## src/rtl/slt_pkg.sv

```systemverilog
`default_nettype none
package slt_pkg;

    localparam int KIND_WIDTH = 5;

    // Scan modes
    typedef enum logic [1:0] {
        MODE_IDLE = 2'd0,
        MODE_WORD = 2'd1,
        MODE_NUM  = 2'd2,
        MODE_OP   = 2'd3
    } slt_mode_t;

    // Pending operator codes
    localparam logic [1:0] OP_EQ   = 2'd0;
    localparam logic [1:0] OP_BANG = 2'd1;
    localparam logic [1:0] OP_LT   = 2'd2;
    localparam logic [1:0] OP_GT   = 2'd3;

    // Token kinds
    localparam logic [KIND_WIDTH-1:0] KIND_EOF    = 5'd0;
    localparam logic [KIND_WIDTH-1:0] KIND_EQ     = 5'd1;
    localparam logic [KIND_WIDTH-1:0] KIND_NEQ    = 5'd2;
    localparam logic [KIND_WIDTH-1:0] KIND_LEQ    = 5'd3;
    localparam logic [KIND_WIDTH-1:0] KIND_GEQ    = 5'd4;
    localparam logic [KIND_WIDTH-1:0] KIND_ASSIGN = 5'd5;
    localparam logic [KIND_WIDTH-1:0] KIND_PLUS   = 5'd6;
    localparam logic [KIND_WIDTH-1:0] KIND_MINUS  = 5'd7;
    localparam logic [KIND_WIDTH-1:0] KIND_STAR   = 5'd8;
    localparam logic [KIND_WIDTH-1:0] KIND_SLASH  = 5'd9;
    localparam logic [KIND_WIDTH-1:0] KIND_LT     = 5'd10;
    localparam logic [KIND_WIDTH-1:0] KIND_GT     = 5'd11;
    localparam logic [KIND_WIDTH-1:0] KIND_SEMI   = 5'd12;
    localparam logic [KIND_WIDTH-1:0] KIND_LPAREN = 5'd13;
    localparam logic [KIND_WIDTH-1:0] KIND_RPAREN = 5'd14;
    localparam logic [KIND_WIDTH-1:0] KIND_LBRACE = 5'd15;
    localparam logic [KIND_WIDTH-1:0] KIND_RBRACE = 5'd16;
    localparam logic [KIND_WIDTH-1:0] KIND_WHILE  = 5'd17;
    localparam logic [KIND_WIDTH-1:0] KIND_PRINT  = 5'd18;
    localparam logic [KIND_WIDTH-1:0] KIND_ELSE   = 5'd19;
    localparam logic [KIND_WIDTH-1:0] KIND_INT    = 5'd20;
    localparam logic [KIND_WIDTH-1:0] KIND_IF     = 5'd21;
    localparam logic [KIND_WIDTH-1:0] KIND_IDENT  = 5'd22;
    localparam logic [KIND_WIDTH-1:0] KIND_NUMBER = 5'd23;

    // Character codes
    localparam logic [7:0] CH_NUL    = 8'h00;
    localparam logic [7:0] CH_BANG   = 8'h21;
    localparam logic [7:0] CH_LPAREN = 8'h28;
    localparam logic [7:0] CH_RPAREN = 8'h29;
    localparam logic [7:0] CH_STAR   = 8'h2A;
    localparam logic [7:0] CH_PLUS   = 8'h2B;
    localparam logic [7:0] CH_MINUS  = 8'h2D;
    localparam logic [7:0] CH_SLASH  = 8'h2F;
    localparam logic [7:0] CH_SEMI   = 8'h3B;
    localparam logic [7:0] CH_LT     = 8'h3C;
    localparam logic [7:0] CH_EQ     = 8'h3D;
    localparam logic [7:0] CH_GT     = 8'h3E;
    localparam logic [7:0] CH_UNDER  = 8'h5F;
    localparam logic [7:0] CH_LBRACE = 8'h7B;
    localparam logic [7:0] CH_RBRACE = 8'h7D;

    // Keywords packed as their bytes, first byte most significant
    localparam logic [39:0] KW_WHILE = 40'h7768696C65;
    localparam logic [39:0] KW_PRINT = 40'h7072696E74;
    localparam logic [39:0] KW_ELSE  = 40'h00656C7365;
    localparam logic [39:0] KW_INT   = 40'h0000696E74;
    localparam logic [39:0] KW_IF    = 40'h0000006966;

    // Push request from the scanner to the result queue
    typedef struct packed {
        logic a;
        logic b;
    } slt_push_t;

    function automatic logic is_alpha(input logic [7:0] c);
        return ((c >= 8'h61) && (c <= 8'h7A)) || ((c >= 8'h41) && (c <= 8'h5A));
    endfunction

    function automatic logic is_digit(input logic [7:0] c);
        return (c >= 8'h30) && (c <= 8'h39);
    endfunction

    function automatic logic [KIND_WIDTH-1:0] two_kind(input logic [1:0] op);
        logic [KIND_WIDTH-1:0] k;
        unique case (op)
            OP_EQ:   k = KIND_EQ;
            OP_BANG: k = KIND_NEQ;
            OP_LT:   k = KIND_LEQ;
            default: k = KIND_GEQ;
        endcase
        return k;
    endfunction

    function automatic logic [KIND_WIDTH-1:0] one_kind(input logic [1:0] op);
        logic [KIND_WIDTH-1:0] k;
        unique case (op)
            OP_EQ:   k = KIND_ASSIGN;
            OP_LT:   k = KIND_LT;
            OP_GT:   k = KIND_GT;
            default: k = KIND_EOF;
        endcase
        return k;
    endfunction

endpackage
`default_nettype wire

```

## src/rtl/slt_step.sv

```systemverilog
`default_nettype none
module slt_step #(
    parameter int POS_WIDTH = 32,
    parameter int LEN_WIDTH = 16,
    localparam int RES_WIDTH = slt_pkg::KIND_WIDTH + POS_WIDTH + LEN_WIDTH + 1
) (
    input  wire logic                 clk,
    input  wire logic                 rst_n,
    input  wire logic                 in_valid,
    output      logic                 in_stall,
    input  wire logic [7:0]           char_code,
    input  wire logic [1:0]           free,
    output      slt_pkg::slt_push_t   push,
    output      logic [RES_WIDTH-1:0] res_a,
    output      logic [RES_WIDTH-1:0] res_b
);
    import slt_pkg::*;

    logic                  in_valid_reg;
    logic [7:0]            char_reg;
    slt_mode_t             mode_reg, mode_next;
    logic [1:0]            pend_reg, pend_next;
    logic [POS_WIDTH-1:0]  pos_reg, pos_next;
    logic [POS_WIDTH-1:0]  tstart_reg, tstart_next;
    logic [LEN_WIDTH-1:0]  tlen_reg, tlen_next;
    logic [39:0]           wpref_reg, wpref_next;

    logic                  fire;
    logic [1:0]            need;
    logic                  scan;
    logic                  word_ch;
    logic [LEN_WIDTH-1:0]  tlen_sat;
    logic [KIND_WIDTH-1:0] word_kind;

    logic                  a_valid, b_valid;
    logic [KIND_WIDTH-1:0] a_kind, b_kind;
    logic [POS_WIDTH-1:0]  a_start, b_start;
    logic [LEN_WIDTH-1:0]  a_len, b_len;

    // Take the held byte only when the queue has room for all its results
    assign need     = {1'b0, a_valid} + {1'b0, b_valid};
    assign fire     = in_valid_reg && (need <= free);
    assign in_stall = in_valid_reg && !fire;

    assign push.a = fire && a_valid;
    assign push.b = fire && b_valid;
    assign res_a  = {a_kind, a_start, a_len, !b_valid};
    assign res_b  = {b_kind, b_start, b_len, 1'b1};

    always_ff @(posedge clk or negedge rst_n)
    begin
        if (!rst_n)
        begin
            in_valid_reg <= 1'b0;
        end
        else if (!in_stall)
        begin
            in_valid_reg <= in_valid;
        end
    end

    always_ff @(posedge clk)
    begin
        if (in_valid && !in_stall)
        begin
            char_reg <= char_code;
        end
    end

    always_ff @(posedge clk or negedge rst_n)
    begin
        if (!rst_n)
        begin
            mode_reg  <= MODE_IDLE;
            pend_reg  <= OP_EQ;
            pos_reg   <= '0;
            tlen_reg  <= '0;
            wpref_reg <= '0;
        end
        else if (fire)
        begin
            mode_reg  <= mode_next;
            pend_reg  <= pend_next;
            pos_reg   <= pos_next;
            tlen_reg  <= tlen_next;
            wpref_reg <= wpref_next;
        end
    end

    always_ff @(posedge clk)
    begin
        if (fire)
        begin
            tstart_reg <= tstart_next;
        end
    end

    assign word_ch  = is_alpha(char_reg) || is_digit(char_reg) || (char_reg == CH_UNDER);
    assign tlen_sat = (tlen_reg == {LEN_WIDTH{1'b1}}) ? tlen_reg : tlen_reg + LEN_WIDTH'(1);

    always_comb
    begin
        if ((tlen_reg == LEN_WIDTH'(5)) && (wpref_reg == KW_WHILE))
            word_kind = KIND_WHILE;
        else if ((tlen_reg == LEN_WIDTH'(5)) && (wpref_reg == KW_PRINT))
            word_kind = KIND_PRINT;
        else if ((tlen_reg == LEN_WIDTH'(4)) && (wpref_reg == KW_ELSE))
            word_kind = KIND_ELSE;
        else if ((tlen_reg == LEN_WIDTH'(3)) && (wpref_reg == KW_INT))
            word_kind = KIND_INT;
        else if ((tlen_reg == LEN_WIDTH'(2)) && (wpref_reg == KW_IF))
            word_kind = KIND_IF;
        else
            word_kind = KIND_IDENT;
    end

    always_comb
    begin
        mode_next   = mode_reg;
        pend_next   = pend_reg;
        pos_next    = pos_reg + POS_WIDTH'(1);
        tstart_next = tstart_reg;
        tlen_next   = tlen_reg;
        wpref_next  = wpref_reg;
        scan        = 1'b1;
        a_valid     = 1'b0;
        a_kind      = KIND_EOF;
        a_start     = tstart_reg;
        a_len       = '0;
        b_valid     = 1'b0;
        b_kind      = KIND_EOF;
        b_start     = pos_reg;
        b_len       = LEN_WIDTH'(1);

        // Close or extend the open token
        unique case (mode_reg)
            MODE_OP:
            begin
                mode_next = MODE_IDLE;
                if (char_reg == CH_EQ)
                begin
                    a_valid = 1'b1;
                    a_kind  = two_kind(pend_reg);
                    a_len   = LEN_WIDTH'(2);
                    scan    = 1'b0;
                end
                else if (pend_reg != OP_BANG)
                begin
                    a_valid = 1'b1;
                    a_kind  = one_kind(pend_reg);
                    a_len   = LEN_WIDTH'(1);
                end
            end
            MODE_WORD:
            begin
                if (word_ch)
                begin
                    if (tlen_reg < LEN_WIDTH'(5))
                        wpref_next = {wpref_reg[31:0], char_reg};
                    tlen_next = tlen_sat;
                    scan      = 1'b0;
                end
                else
                begin
                    a_valid   = 1'b1;
                    a_kind    = word_kind;
                    a_len     = tlen_reg;
                    mode_next = MODE_IDLE;
                end
            end
            MODE_NUM:
            begin
                if (is_digit(char_reg))
                begin
                    tlen_next = tlen_sat;
                    scan      = 1'b0;
                end
                else
                begin
                    a_valid   = 1'b1;
                    a_kind    = KIND_NUMBER;
                    a_len     = tlen_reg;
                    mode_next = MODE_IDLE;
                end
            end
            MODE_IDLE:
            begin
            end
        endcase

        // Classify the byte itself
        if (scan)
        begin
            unique case (char_reg)
                CH_NUL:
                begin
                    b_valid    = 1'b1;
                    b_kind     = KIND_EOF;
                    b_len      = '0;
                    mode_next  = MODE_IDLE;
                    pend_next  = OP_EQ;
                    pos_next   = '0;
                    tlen_next  = '0;
                    wpref_next = '0;
                end
                CH_EQ:
                begin
                    pend_next   = OP_EQ;
                    mode_next   = MODE_OP;
                    tstart_next = pos_reg;
                end
                CH_BANG:
                begin
                    pend_next   = OP_BANG;
                    mode_next   = MODE_OP;
                    tstart_next = pos_reg;
                end
                CH_LT:
                begin
                    pend_next   = OP_LT;
                    mode_next   = MODE_OP;
                    tstart_next = pos_reg;
                end
                CH_GT:
                begin
                    pend_next   = OP_GT;
                    mode_next   = MODE_OP;
                    tstart_next = pos_reg;
                end
                CH_PLUS:   begin b_valid = 1'b1; b_kind = KIND_PLUS;   end
                CH_MINUS:  begin b_valid = 1'b1; b_kind = KIND_MINUS;  end
                CH_STAR:   begin b_valid = 1'b1; b_kind = KIND_STAR;   end
                CH_SLASH:  begin b_valid = 1'b1; b_kind = KIND_SLASH;  end
                CH_SEMI:   begin b_valid = 1'b1; b_kind = KIND_SEMI;   end
                CH_LPAREN: begin b_valid = 1'b1; b_kind = KIND_LPAREN; end
                CH_RPAREN: begin b_valid = 1'b1; b_kind = KIND_RPAREN; end
                CH_LBRACE: begin b_valid = 1'b1; b_kind = KIND_LBRACE; end
                CH_RBRACE: begin b_valid = 1'b1; b_kind = KIND_RBRACE; end
                default:
                begin
                    if (is_alpha(char_reg) || (char_reg == CH_UNDER))
                    begin
                        mode_next   = MODE_WORD;
                        tstart_next = pos_reg;
                        tlen_next   = LEN_WIDTH'(1);
                        wpref_next  = {32'h0, char_reg};
                    end
                    else if (is_digit(char_reg))
                    begin
                        mode_next   = MODE_NUM;
                        tstart_next = pos_reg;
                        tlen_next   = LEN_WIDTH'(1);
                    end
                end
            endcase
        end
    end

endmodule
`default_nettype wire

```

## src/rtl/slt_outq.sv

```systemverilog
`default_nettype none
module slt_outq #(
    parameter int DATA_WIDTH = 54
) (
    input  wire logic                  clk,
    input  wire logic                  rst_n,
    input  wire slt_pkg::slt_push_t    push,
    input  wire logic [DATA_WIDTH-1:0] data_a,
    input  wire logic [DATA_WIDTH-1:0] data_b,
    output      logic [1:0]            free,
    output      logic                  out_valid,
    input  wire logic                  out_stall,
    output      logic [DATA_WIDTH-1:0] out_data
);
    import slt_pkg::*;

    logic [DATA_WIDTH-1:0] slot0_reg, slot0_next;
    logic [DATA_WIDTH-1:0] slot1_reg, slot1_next;
    logic [1:0]            cnt_reg, cnt_next;
    logic                  pop;
    logic [1:0]            base;
    logic [1:0]            npush;
    logic [DATA_WIDTH-1:0] first;

    assign out_valid = (cnt_reg != 2'd0);
    assign out_data  = slot0_reg;
    assign pop       = out_valid && !out_stall;
    assign free      = 2'd2 - cnt_reg + {1'b0, pop};
    assign base      = cnt_reg - {1'b0, pop};
    assign npush     = {1'b0, push.a} + {1'b0, push.b};
    assign first     = push.a ? data_a : data_b;
    assign cnt_next  = base + npush;

    // Drop the head on pop, then append new words behind what stays
    always_comb
    begin
        case (base)
            2'd0:
            begin
                slot0_next = first;
                slot1_next = data_b;
            end
            2'd1:
            begin
                slot0_next = pop ? slot1_reg : slot0_reg;
                slot1_next = first;
            end
            default:
            begin
                slot0_next = slot0_reg;
                slot1_next = slot1_reg;
            end
        endcase
    end

    always_ff @(posedge clk or negedge rst_n)
    begin
        if (!rst_n)
        begin
            cnt_reg <= 2'd0;
        end
        else
        begin
            cnt_reg <= cnt_next;
        end
    end

    always_ff @(posedge clk)
    begin
        slot0_reg <= slot0_next;
        slot1_reg <= slot1_next;
    end

endmodule
`default_nettype wire

```

## src/rtl/small_language_tokenizer.sv

```systemverilog
// Path: an accepted byte is held in the input register and classified from it; its
//   token words are then written into the result queue, whose head drives the output.
// Throughput: one byte per cycle unless in_stall is raised; a byte that closes one token
//   and is itself a token yields two words, sent one per cycle by the output port.
// Reset: rst_n is asynchronous and active low; it empties both stages and returns
//   the scanner to offset 0 of a new text, between tokens.
`default_nettype none
module small_language_tokenizer #(
    parameter int POS_WIDTH = 32,
    parameter int LEN_WIDTH = 16
) (
    input  wire logic                          clk,
    input  wire logic                          rst_n,
    input  wire logic                          in_valid,
    output      logic                          in_stall,
    input  wire logic [7:0]                    char_code,
    output      logic                          out_valid,
    input  wire logic                          out_stall,
    output      logic [slt_pkg::KIND_WIDTH-1:0] token_kind,
    output      logic [POS_WIDTH-1:0]          start_pos,
    output      logic [LEN_WIDTH-1:0]          token_len,
    output      logic                          last_of_run
);
    import slt_pkg::*;

    // One result word: kind, start offset, length, last-of-run flag
    localparam int RES_WIDTH = KIND_WIDTH + POS_WIDTH + LEN_WIDTH + 1;

    slt_push_t            push;
    logic [1:0]           free;
    logic [RES_WIDTH-1:0] res_a;
    logic [RES_WIDTH-1:0] res_b;
    logic [RES_WIDTH-1:0] head;

    // Scanner: holds one byte, closes the open token and classifies the byte.
    // It advances only when the queue can take every word the byte produces,
    // so a byte that yields two tokens holds the input while the queue has
    // room for only one word.
    slt_step #(
        .POS_WIDTH (POS_WIDTH),
        .LEN_WIDTH (LEN_WIDTH)
    ) u_step (
        .clk       (clk),
        .rst_n     (rst_n),
        .in_valid  (in_valid),
        .in_stall  (in_stall),
        .char_code (char_code),
        .free      (free),
        .push      (push),
        .res_a     (res_a),
        .res_b     (res_b)
    );

    // Two-entry result queue: decouples the output stall from the scanner and
    // keeps the order of the words of one byte (closed token first).
    slt_outq #(
        .DATA_WIDTH (RES_WIDTH)
    ) u_outq (
        .clk       (clk),
        .rst_n     (rst_n),
        .push      (push),
        .data_a    (res_a),
        .data_b    (res_b),
        .free      (free),
        .out_valid (out_valid),
        .out_stall (out_stall),
        .out_data  (head)
    );

    // Split the head word into its fields
    assign token_kind  = head[RES_WIDTH-1 -: KIND_WIDTH];
    assign start_pos   = head[LEN_WIDTH+1 +: POS_WIDTH];
    assign token_len   = head[1 +: LEN_WIDTH];
    assign last_of_run = head[0];

endmodule
`default_nettype wire

```

## config.mk

```make
export PLATFORM = sky130hd
export DESIGN_NAME = small_language_tokenizer
export DESIGN_NICKNAME = d
export VERILOG_FILES = /design/src/rtl/slt_pkg.sv /design/src/rtl/slt_step.sv /design/src/rtl/slt_outq.sv /design/src/rtl/small_language_tokenizer.sv
export SDC_FILE = /design/constraint.sdc
export NUM_CORES = 1
export LEC_CHECK = 0
export ABC_AREA = 1
export ABC_CLOCK_PERIOD_IN_PS = 14300
export BUFFER_PORTS_ARGS = -buffer_cell sky130_fd_sc_hd__buf_2
export CORE_MARGIN = 10
export CORE_UTILIZATION = 40
export DETAILED_ROUTE_END_ITERATION = 10
export PLACE_DENSITY_LB_ADDON = 0.15
export SLEW_MARGIN = 15
export SYNTH_ARGS = -nofsm -noshare
export SYNTH_HDL_FRONTEND = slang
export SYNTH_SLANG_ARGS = --single-unit
export TNS_END_PERCENT = 10
```

## constraint.sdc

```tcl
create_clock -name clk -period 14.3 [get_ports clk]
set_input_delay 2.86 -clock clk [delete_from_list [all_inputs] [get_ports clk]]
set_output_delay 2.86 -clock clk [all_outputs]
set_load 0.02 [all_outputs]
```

==> flow_metrics.py <==
metrics = {
    "floorplan": {
        "dieArea_um2": 41940,
        "rows": 67,
        "design.portCount": 68,
        "die_x_um": 204.8,
        "start_util_pct": 40.64,
        "core_area_um2": 33620,
        "fp.dieH_um": 204.8,
    },
    "clock_tree": {
        "clk_pin_slew_ns": 0.06,
        "cts_root_buffer": "clkbuf_16",
        "postCtsHoldBufs": 0,
        "clockBufferDepth": 3,
        "cts_sinks": 243,
        "cts_tree": "built",
        "ctsResizeCount": 0,
        "clock_latency_ns": 0.55,
        "cts_buffers": 28,
        "post_cts_buffers": 0,
        "htreeDepth": 1,
    },
    "timing": {
        "relSlewSlack_pct": 24.68,
        "rsz0062_at_grt": "false",
        "tns_ns": 0,
        "final_max_slew_viol_count": 0,
        "worst_pin_slew_ns": 1.130,
        "post-route-min-period_ns": 7.608,
        "finClkSkew_ns": 0.01143,
        "finalSetupViolCount": 0,
        "fmaxAchievable_mhz": 131.4,
        "fin_crit_sh_pct": 53.20,
        "hold_violations": 0,
    },
    "critical_path": {
        "r2r_cells": 24,
        "worst_setup_path_start_kind": "primary input",
        "required_ns": 11.44,
        "rrSetupSlack_ns": 8.29,
        "cp_max_fo": 4,
        "timing.rr.end": "u_outq.cnt_reg[1]$_DFF_PN0_",
        "path_class": "primary input to primary output",
        "slowest_stage": "o21ai_1",
        "crit_chain": "buf_2 > a21oi_1 > inv_1 > ha_1 > xor2_1 > ha_1 > inv_1 > nor2_1 > o21ai_1 > nor2_1 > buf_2",
        "reg2reg_from": "u_step.char_reg[6]$_DFFE_PP_",
        "arrival_ns": 4.75,
        "slowest_delay_ns": 0.49,
        "end_kind": "primary output",
        "crit_family": "compound AO/OA/AOI/OAI gates",
        "cp_num_buf_inv": 4,
    },
    "power_and_ir_drop": {
        "leakagePower_nw": 6.702,
        "p_per_area_nw_per_um2": 246.7,
        "irDropWorstVdd_mv": 0.2002,
        "p_total_w": 0.003773,
    },
    "drt": {
        "drc": 0,
        "vias_per_cell": 5.046,
        "num_vias": 11080,
        "routed.top_layer": "met4",
        "routed_wl_um": 34400,
        "ant_nets": 0,
        "met1_length_um": 17350,
        "dr.pass1.iters": 5,
        "post_drt_wl_per_cell_um": 15.67,
        "drtIter0Drc": 798,
        "wl_met2_um": 14710,
        "met3_length_um": 1893,
    },
    "synth": {
        "synth_top_family_by_area": "simple AND/OR/NAND/NOR gates",
        "synth_commonest_cells": "nand2_1, nand3_1, inv_1",
        "synth_top_area_cell": "edfxtp_1",
        "yosys.area_share.xor_xnor_pct": 0.7694,
        "synth-edff-count": 148,
        "synth_compound_area_share_pct": 8.170,
        "synth_adder_area_share_pct": 1.795,
        "synth_top_cell_area_share_pct": 32.53,
        "synth.area.top_cells": "edfxtp_1, dfrtp_1, nand2_1",
        "synthMuxAreaShare_pct": 0,
        "yosys_register_bits": 243,
        "yosysWarnings": 0,
        "yosysSeqAreaShare_pct": 49.94,
        "ys.flop_type": "edfxtp_1",
        "syn_nets": 1718,
        "ys_types": 44,
        "yosys.area_share.simple_pct": 31.86,
        "synth_most_common_cell": "nand2_1",
        "netlist_area_um2": 13660,
        "postSynth.asyncResetShare_pct": 39.09,
        "netlist_instances": 1687,
        "syn_area_per_cell_um2": 8.098,
    },
    "placed_design": {
        "routabilityCongestion": 0.8727,
        "port_buffers": 67,
        "hpwlAfterDp_um": 23150,
        "dp_cells": 2143,
    },
    "global_routing": {
        "grt_overflow_total": 0,
        "track_usage_pct": 16.41,
        "grt_pass1_wl_um": 57210,
        "antenna_found_initial": 0,
        "grt_pass1_vias": 10670,
        "grt_max_degree": 110,
    },
    "cells_and_area": {
        "nFillCells": 3385,
        "nNetsFinal": 1756,
        "antennaDiodeCount": 0,
        "syn_to_final_growth_pct": 11.93,
        "drive_above_1_share_pct": 10.76,
        "layoutNonFillerInstCount": 2195,
    },
    "status": {
        "outcome": "complete, no violations",
    },
    "run": {
        "maxCapViolCount": 0,
    },
    "worst_hold_path": {
        "holdCritPathClass": "flop to flop",
        "whs_path_depth": 0,
        "holdCritStartpoint": "u_step.b_start[31]$_DFFE_PN0N_",
        "min_to": "u_step.a_start[31]$_DFFE_PP_",
    },
}
## cell type report
class | count | area [um2] | share of cell area (%)
flip-flops and latches | 243 | 6822 | 44.61
multi-input cells | 1198 | 5857 | 38.30
clock buffers | 34 | 733.2 | 4.795
inverters | 177 | 664.4 | 4.345
well taps | 448 | 560.5 | 3.666
repair buffers | 77 | 412.9 | 2.700
clock inverters | 18 | 241.5 | 1.579
## power by group
part	switching, W	leakage (nW)	internal (W)	total, W
clock	0.000294	0.473	0.000457	0.000751
sequential	0.000165	2.57	0.00116	0.00132
combinational	0.00123	3.66	0.000465	0.00170
total	0.00169	6.70	0.00208	0.00377
## worst register-to-register path, cell delays in order (launching register included)
cell,delay (ns)
edfxtp_1,0.45
inv_1,0.12
nand2_1,0.12
nor2_2,0.29
nand2_2,0.14
nand2_1,0.14
inv_2,0.06
nor2_2,0.12
nand3_4,0.23
nand2_1,0.21
inv_1,0.06
ha_1,0.18
ha_1,0.31
inv_1,0.06
nor2_1,0.03
o21ai_1,0.49
nand2_1,0.10
buf_4,0.31
inv_2,0.54
buf_4,0.67
nand2_2,0.32
inv_1,0.22
nand2_1,0.13
fa_1,0.39
xor2_1,0.17
## cell families after synthesis
| kind of cell | Yosys count |
|---|---|
| buffers and inverters | 246 |
| and+or+nand+nor | 1003 |
| xor gates and xnor gates | 12 |
| DFF | 243 |
| adders and majority gates | 19 |
| AOI/OAI and AO/OA | 164 |
## worst max path at each step
stage	from	end	slack, ns	cells after the start
2_1_floorplan	out_stall	u_outq.out_data[0]$_DFFE_PP_	4.82	5
3_3_place_gp	out_stall	in_stall	6.75	11
3_5_place_dp	out_stall	in_stall	6.74	11
4_1_cts	out_stall	in_stall	6.71	11
5_1_grt	out_stall	in_stall	6.52	11
6_report	out_stall	in_stall	6.69	11
## layout by cell type, fill, tap and decap left out, types with 30 or more instances in the layout
cell type and n:
or2_1 30, o21a_1 30, o21ai_0 47, nor2_1 155, dfrtp_1 95, inv_1 169
nand2_1 537, edfxtp_1 148, buf_2 66, nand4_1 35, nand3_1 187
## routing by layer
metal,GRT usage [%],up-vias
met3,2.654,34
met4,3.147,0
met1,24.28,5160
li1,-,5641
met5,0,-
met2,24.77,242
## through the flow
step	hold WS, ns	utilization [%]	setup WS (ns)	cell area [um2]
2_1_floorplan	0.4196	-	4.820	13660
3_3_place_gp	0.4561	42.59	6.750	14320
3_5_place_dp	0.4782	42.59	6.736	14320
4_1_cts	0.4893	45.49	6.714	15290
5_1_grt	0.5106	45.49	6.517	15290
6_report	0.4866	45.49	6.692	15290
(Power assumes the default switching activity.)
